## src/rtl/gsm7_pkg.sv

```systemverilog
package gsm7_pkg;

  localparam int TABLE_ENTRIES     = 128;
  localparam int TABLE_ADDR_BITS   = $clog2(TABLE_ENTRIES);
  localparam int SEPTET_BITS       = 7;
  localparam int POSITION_BITS_DEF = 16;
  localparam int UNIT_BITS         = 16;
  localparam int BUF_BITS          = 15;
  localparam int CNT_BITS          = 4;

  localparam logic [SEPTET_BITS-1:0] ESC_SEPTET = 7'h1b;
  localparam logic [UNIT_BITS-1:0]   SPACE_UNIT = 16'h0020;

  typedef enum logic [1:0] {
    OP_LOAD_LOCKING = 2'd0,
    OP_LOAD_SINGLE  = 2'd1,
    OP_OCTET        = 2'd2
  } opcode_t;

endpackage

```

## src/rtl/gsm7_septet_unpacker.sv

```systemverilog
// First result: work register, a step per leading escape, then read and meta registers.
// Throughput: one step per cycle in the issue stage unless the output stalls; a table load
// takes one step, an octet one per released septet plus one for a closing space (0 to 4).
// The single table RAM (read or write once a cycle) sets that figure.
// Reset (rst, synchronous): mode packed, bit buffer, escape and position cleared,
// pipeline emptied; table contents are kept and undefined until loaded.
module gsm7_septet_unpacker #(
  parameter int POSITION_BITS = gsm7_pkg::POSITION_BITS_DEF
) (
  input  logic        clk,
  input  logic        rst,
  input  logic        cfg_write_en,
  input  logic        cfg_write_data,
  input  logic        in_valid,
  output logic        in_ready,
  input  logic [1:0]  opcode,
  input  logic [6:0]  table_index,
  input  logic [15:0] table_value,
  input  logic [7:0]  octet,
  input  logic        message_last,
  output logic        out_valid,
  input  logic        out_ready,
  output logic [15:0] code_unit,
  output logic [15:0] position,
  output logic        run_last
);

  localparam int SB  = gsm7_pkg::SEPTET_BITS;
  localparam int AB  = gsm7_pkg::TABLE_ADDR_BITS;
  localparam int UB  = gsm7_pkg::UNIT_BITS;
  localparam int BB  = gsm7_pkg::BUF_BITS;
  localparam int CB  = gsm7_pkg::CNT_BITS;
  localparam int MEM_DEPTH = 2 * gsm7_pkg::TABLE_ENTRIES;

  logic packed_mode;

  logic [BB-1:0] bit_buffer, bit_buffer_next;
  logic [CB-1:0] bit_count, bit_count_next;

  logic [BB-1:0]        drained, appended;
  logic [CB-1:0]        rem_count;
  logic [1:0]           n_drain;
  logic [2:0][SB-1:0]   d_sep;
  logic [1:0]           d_nsep;
  logic                 d_enter;
  gsm7_pkg::opcode_t    in_op;
  logic                 accept;

  logic                 w_valid;
  gsm7_pkg::opcode_t    w_kind;
  logic [2:0][SB-1:0]   w_sep;
  logic [1:0]           w_nsep;
  logic                 w_flush;
  logic                 w_last;
  logic [SB-1:0]        w_index;
  logic [UB-1:0]        w_value;

  logic                     esc, esc_next;
  logic [POSITION_BITS-1:0] char_count;
  logic [POSITION_BITS+15:0] cc_ext;

  logic adv, step, done, emit, is_space, slot_last, rd_en, wr_en, is_esc, rem_live;

  logic [UB-1:0] table_mem [MEM_DEPTH];
  logic [UB-1:0] rdata;
  logic [AB:0]   raddr, waddr;

  logic          b_valid;
  logic          b_space;
  logic [15:0]   b_pos;
  logic          b_last;

  assign in_op  = gsm7_pkg::opcode_t'(opcode);
  assign adv    = !b_valid || out_ready;
  assign step   = w_valid && adv;
  assign in_ready = !w_valid || (adv && done);
  assign accept = in_valid && in_ready;
  assign cc_ext = {16'b0, char_count};

  // decode an octet beat into its septets
  always_comb begin
    if (bit_count >= CB'(14)) begin
      n_drain   = 2'd2;
      drained   = bit_buffer >> 14;
      rem_count = bit_count - CB'(14);
    end else if (bit_count >= CB'(7)) begin
      n_drain   = 2'd1;
      drained   = bit_buffer >> 7;
      rem_count = bit_count - CB'(7);
    end else begin
      n_drain   = 2'd0;
      drained   = bit_buffer;
      rem_count = bit_count;
    end
    appended = (drained | ({7'b0, octet} << rem_count));

    if (packed_mode) begin
      d_sep[0] = (n_drain == 2'd0) ? appended[SB-1:0] : bit_buffer[SB-1:0];
      d_sep[1] = (n_drain == 2'd2) ? bit_buffer[2*SB-1:SB] : appended[SB-1:0];
      d_sep[2] = appended[SB-1:0];
      d_nsep   = n_drain + 2'(message_last);
    end else begin
      d_sep[0] = octet[SB-1:0];
      d_sep[1] = octet[SB-1:0];
      d_sep[2] = octet[SB-1:0];
      d_nsep   = 2'd1;
    end

    bit_buffer_next = bit_buffer;
    bit_count_next  = bit_count;
    if (message_last) begin
      bit_buffer_next = '0;
      bit_count_next  = '0;
    end else if (packed_mode) begin
      bit_buffer_next = appended;
      bit_count_next  = rem_count + CB'(8);
    end

    unique case (in_op)
      gsm7_pkg::OP_LOAD_LOCKING: d_enter = 1'b1;
      gsm7_pkg::OP_LOAD_SINGLE:  d_enter = 1'b1;
      gsm7_pkg::OP_OCTET:        d_enter = (d_nsep != 2'd0);
      default:                   d_enter = 1'b0;
    endcase
  end

  // issue one step of the held beat
  always_comb begin
    is_esc    = (w_sep[0] == gsm7_pkg::ESC_SEPTET);
    rem_live  = ((w_nsep > 2'd1) && (w_sep[1] != gsm7_pkg::ESC_SEPTET)) ||
                ((w_nsep > 2'd2) && (w_sep[2] != gsm7_pkg::ESC_SEPTET));
    emit      = 1'b0;
    is_space  = 1'b0;
    slot_last = 1'b0;
    rd_en     = 1'b0;
    wr_en     = 1'b0;
    esc_next  = esc;
    done      = 1'b0;
    if (w_valid) begin
      if (w_kind != gsm7_pkg::OP_OCTET) begin
        wr_en = 1'b1;
        done  = 1'b1;
      end else if (w_nsep != 2'd0) begin
        if (is_esc) begin
          esc_next = 1'b1;
        end else begin
          esc_next  = 1'b0;
          rd_en     = 1'b1;
          emit      = 1'b1;
          slot_last = !rem_live && !((w_nsep > 2'd1) && w_flush);
        end
        done = (w_nsep == 2'd1) && !(w_flush && esc_next);
      end else begin
        emit      = 1'b1;
        is_space  = 1'b1;
        slot_last = 1'b1;
        done      = 1'b1;
      end
    end
  end

  assign raddr = {esc, w_sep[0]};
  assign waddr = {(w_kind == gsm7_pkg::OP_LOAD_SINGLE), w_index};

  always_ff @(posedge clk) begin
    if (wr_en && step) begin
      table_mem[waddr] <= w_value;
    end
    if (rd_en && step) begin
      rdata <= table_mem[raddr];
    end
  end

  always_ff @(posedge clk) begin
    if (rst) begin
      packed_mode <= 1'b1;
      bit_buffer  <= '0;
      bit_count   <= '0;
      w_valid     <= 1'b0;
      esc         <= 1'b0;
      char_count  <= '0;
      b_valid     <= 1'b0;
    end else begin
      if (cfg_write_en) begin
        packed_mode <= cfg_write_data;
      end
      if (accept && (in_op == gsm7_pkg::OP_OCTET)) begin
        bit_buffer <= bit_buffer_next;
        bit_count  <= bit_count_next;
      end

      if (accept) begin
        w_valid <= d_enter;
      end else if (step && done) begin
        w_valid <= 1'b0;
      end

      if (step) begin
        if (done && w_last) begin
          esc        <= 1'b0;
          char_count <= '0;
        end else begin
          esc <= esc_next;
          if (emit && (char_count != '1)) begin
            char_count <= char_count + POSITION_BITS'(1);
          end
        end
      end

      if (adv) begin
        b_valid <= step && emit;
      end
    end
  end

  // work register and result meta: payload only
  always_ff @(posedge clk) begin
    if (accept) begin
      w_kind  <= in_op;
      w_sep   <= d_sep;
      w_nsep  <= d_nsep;
      w_flush <= packed_mode && message_last;
      w_last  <= message_last && (in_op == gsm7_pkg::OP_OCTET);
      w_index <= table_index;
      w_value <= table_value;
    end else if (step && (w_nsep != 2'd0)) begin
      w_sep[0] <= w_sep[1];
      w_sep[1] <= w_sep[2];
      w_nsep   <= w_nsep - 2'd1;
    end

    if (step) begin
      b_space <= is_space;
      b_pos   <= cc_ext[15:0];
      b_last  <= slot_last;
    end
  end

  assign out_valid = b_valid;
  assign code_unit = (b_space || (rdata == '0)) ? gsm7_pkg::SPACE_UNIT : rdata;
  assign position  = b_pos;
  assign run_last  = b_last;

endmodule

```

## config.mk

```make
export PLATFORM = sky130hd
export DESIGN_NAME = gsm7_septet_unpacker
export DESIGN_NICKNAME = d
export VERILOG_FILES = /design/src/rtl/gsm7_pkg.sv /design/src/rtl/gsm7_septet_unpacker.sv
export SDC_FILE = /design/constraint.sdc
export NUM_CORES = 2
export LEC_CHECK = 0
export BUFFER_PORTS_ARGS = -buffer_cell sky130_fd_sc_hd__buf_4
export CORE_MARGIN = 1.5
export CORE_UTILIZATION = 35
export DETAILED_ROUTE_END_ITERATION = 12
export PLACE_DENSITY = 0.57
export SYNTH_ARGS = -nofsm -noshare
export SYNTH_HDL_FRONTEND = slang
export SYNTH_SLANG_ARGS = --single-unit
export TNS_END_PERCENT = 50
```

## constraint.sdc

```tcl
create_clock -name clk -period 6.05 [get_ports clk]
set_clock_uncertainty 0.1 [all_clocks]
set_input_delay 0.3025 -clock clk [delete_from_list [all_inputs] [get_ports clk]]
set_output_delay 0.3025 -clock clk [all_outputs]
set_load 0.1 [all_outputs]
```

==> results.md <==
- Commonest cells in the netlist: edfxtp_1 (4180), mux4_2 (1137), nor2_1 (339)
- Count leader, synth: edfxtp_1
- Via count: 80767
- Port bufs: 74
- Unrepaired setup endpoints after global routing: false
- DP Cell Count: 13458
- CP most frequent cell: dlygate4sd3_1
- Clock tree from TritonCTS: done
- Worst slack, placed: 1530 ps
- Initial Utilization: between 30% and 40%
- Critical path type: reg -> reg
- Root buffer cell: clkbuf_16
- FFs w/ async S/R, synth: 0%
- Global-route wire length before repair: 638 mm
- CP arrival: 5530 ps
- Status: complete, but fails checks
- Int Pwr: 0.0492 W
- Final setup margin: 1340 ps
- Post-cts resize count: 0
- Die W: a little under 700 um
- Crit end category: register
- Largest area contributor in the netlist: edfxtp_1
- Via density: 5.63
- Max Cap Viol: 1
- Area grow syn2layout: 15.4%
- Boundary Pins: 75
- Detail Route Antenna Nets: 0
- Pwr Density: 343 nW/um^2
- Final min period: approximately 4700 ps
- DP HPWL: 270 mm
- Critical Path, Cell by Cell: inv_1 -> ha_1 -> o211a_1 -> nor3_1 -> o21ai_0 -> nand3_1 -> dlygate4sd3_1 -> nand3_1 -> dlygate4sd3_1 -> a311o_1 -> dlygate4sd3_1 -> a21oi_1
- Grt total ovfl: 0
- Die area: 469000 um^2
- Hold WC Path Type: in -> reg
- Synth warnings: 0
- Largest net degree at the start of global routing: approximately 210
- Dominant synthesized flop cell: edfxtp_1
- Placer Congestion: 0.870
- Post-synth top area share: between 70 and 80%
- Clock Power Share: 40.3%
- Fill count: 40240
- Tcrit/Tclk final: slightly below 80%
- Buffers & Inverters on Critical Path: 4
- Sequential-to-total area share from yosys stat: just under 80%
- Final Core Density: 40.5%
- Slowest CP cell: nor3_1
- Fmax: 0.212 GHz
- Clock sinks: 4219
- Register Area: 126000 um^2
- Layout cells sized above 1: 30.2%
- Final nets: 7842
- Synthesized Nets: about 7000
- Buffer count from post-CTS setup fixing: 0
- Final wirelength: 459 mm
- Sequential share of power: 50.1%
- CTS Buf Count: 434
- Fin cells: 14341
- Cell Rows: 250
- Clock Path Buffers: 4
- Drt first pass iters: 7
- Failing checks: max-capacitance violations, max-slew violations
- Post-synth EDFFs: approximately 4200
- CTS clk-pin slew, worst paths: roughly 60 ps
- CTS H-tree lvls: 5
- Synth top area cells: edfxtp_1 (77%), mux4_2 (16%), mux2i_1 (1.4%)
- LEAKAGE: 58.3 nW
- PnR Total Power: 0.0645 W
- Final Hold Fails: 0
- CP max FO: 13
- Yosys reg bits: 4219
- Slew HR: -9.95%
- Mapped Area: 163000 um^2
- Clk_lat worst skew: slightly below 1000 ps
- Iteration-0 DRC Markers: ~11000
- Vias in the first global route: 80429
- Initial antenna violation count: 14
- Global Route Usage Sum: 19.1%
- Slew @ Worst Pin: between 1500 and 2000 ps
- Core Box Area: 463000 um^2
- CP required: 6860 ps
- CP max stage delay: 590 ps
- Max IR drop VDD: roughly 0.00025 V
- Final setup viols: 0
- Routed wire per std cell: 32.0 um
- Final setup TNS: 0 ps
- Syn Area/Cell: about 23 um^2
- Crit path max-delay family: buffers and inverters
- Sw Ratio: 23.6%
- Mapped Cells: ~7200
- NetSw: 0.0152 W
- Slew Limit Fails: 152
- Comb pwr share: under 10%
- Startpoint types: register
- Die extent in y: around 690 um
- Synth cell types: 79
- Multi-input logic area: 34800 um^2
- DRC errors left: 0
-- metrics by stage --
stage,hold slack [ps],cell area (um^2)
after floorplan,272,163000
after global placement,359,173000
after detailed placement,348,173000
after CTS,25.5,188000
after global routing,6.06,188000
final,44.5,188000
-- power groups by stage --
stage	logic (W)	clock network, W	registers [W]
6_report	0.00619	0.0260	0.0323
5_1_grt	0.00642	0.0275	0.0323
4_1_cts	0.00623	0.0264	0.0323
3_5_place_dp	0.00618	0	0.0329
3_3_place_gp	0.00613	0	0.0329
2_1_floorplan	0.00348	0	0.0332
-- metal layers --
layer / global-route usage (%) / wire length [um] / up-vias / part of all wire (%)
li1: - / - / 31818 / -
met1: 26.7 / 187000 / 44235 / 41
met2: 30.7 / 218000 / 3996 / 48
met3: 3.49 / 38300 / 710 / 8.4
met4: 5.49 / 15000 / 8 / 3.3
met5: 0 / 51 / - / 0.011
-- placed cells by master, fill, tap and decap left out, types with 93 or more instances in the layout --
master,n
nand2_1,133
a21oi_1,93
nor2_1,194
mux2i_1,233
mux4_2,1137
clkinv_1,115
edfxtp_1,4180
nor2_2,142
clkbuf_16,435
buf_4,465
clkinv_2,103
-- worst paths after layout --
kind,startpoint,to,slack [ps],cells after the start
setup / recovery,bit_count[0],bit_buffer[9],1340,12
hold / removal,table_index[0],w_index[0],40,2
setup reg to reg,bit_count[0],bit_buffer[9],1340,12
hold reg to reg,esc,esc,350,2
-- flip-flops by register name (all words and copies together), names as in the netlist --
register	count
table_mem	4096
char_count	16
position	16
rdata	16
w_value	16
bit_buffer	15
w_sep	14
raddr	7
w_index	7
bit_count	4
w_kind	2
w_nsep	2
b_space	1
esc	1
out_valid	1
packed_mode	1
run_last	1
w_flush	1
w_last	1
w_valid	1
-- worst register-to-register path, delay by kind of cell, from the launching register on --
kind	cells	cell delay, ps
buffers and inverters	4	1890
adder cells (fa/ha/maj)	1	260
flip-flops	1	470
AND/OR/NAND/NOR	3	800
AO/OA/AOI/OAI	4	1120
-- layout make-up --
| cell class | instances | area share (%) |
|---|---|---|
| tap | 6174 | 4.11 |
| timing repair buffer | 589 | 2.78 |
| clock inverter | 290 | 1.33 |
| inverter | 15 | 0.0340 |
| sequential | 4219 | 67.2 |
| antenna | 4 | 0.00533 |
| multi-input combinational | 2535 | 18.5 |
| clock buffer | 515 | 5.98 |
-- repair_timing --
action | 4_1_cts | 5_1_grt
setup endpoints to repair | 0 | 0
hold buffers | 74 | 0
endpoints found under the hold margin | 73 | 0
-- kinds of logic (layout without fill, tap and decap cells) --
logic type               after synthesis  count (layout)  synth area share (%)
AO/OA/AOI/OAI                        457             457                  1.91
XOR/XNOR                              14              14                0.0753
adder cells (fa/ha/maj)                8               8                0.0615
buffers and inverters                414            1409                  1.35
flip-flops                          4219            4219                  77.6
multiplexers                        1374            1374                  17.2
other                                  0               4                     0
AND/OR/NAND/NOR                      682             682                  1.83
Power figures use the tool's default switching activity.
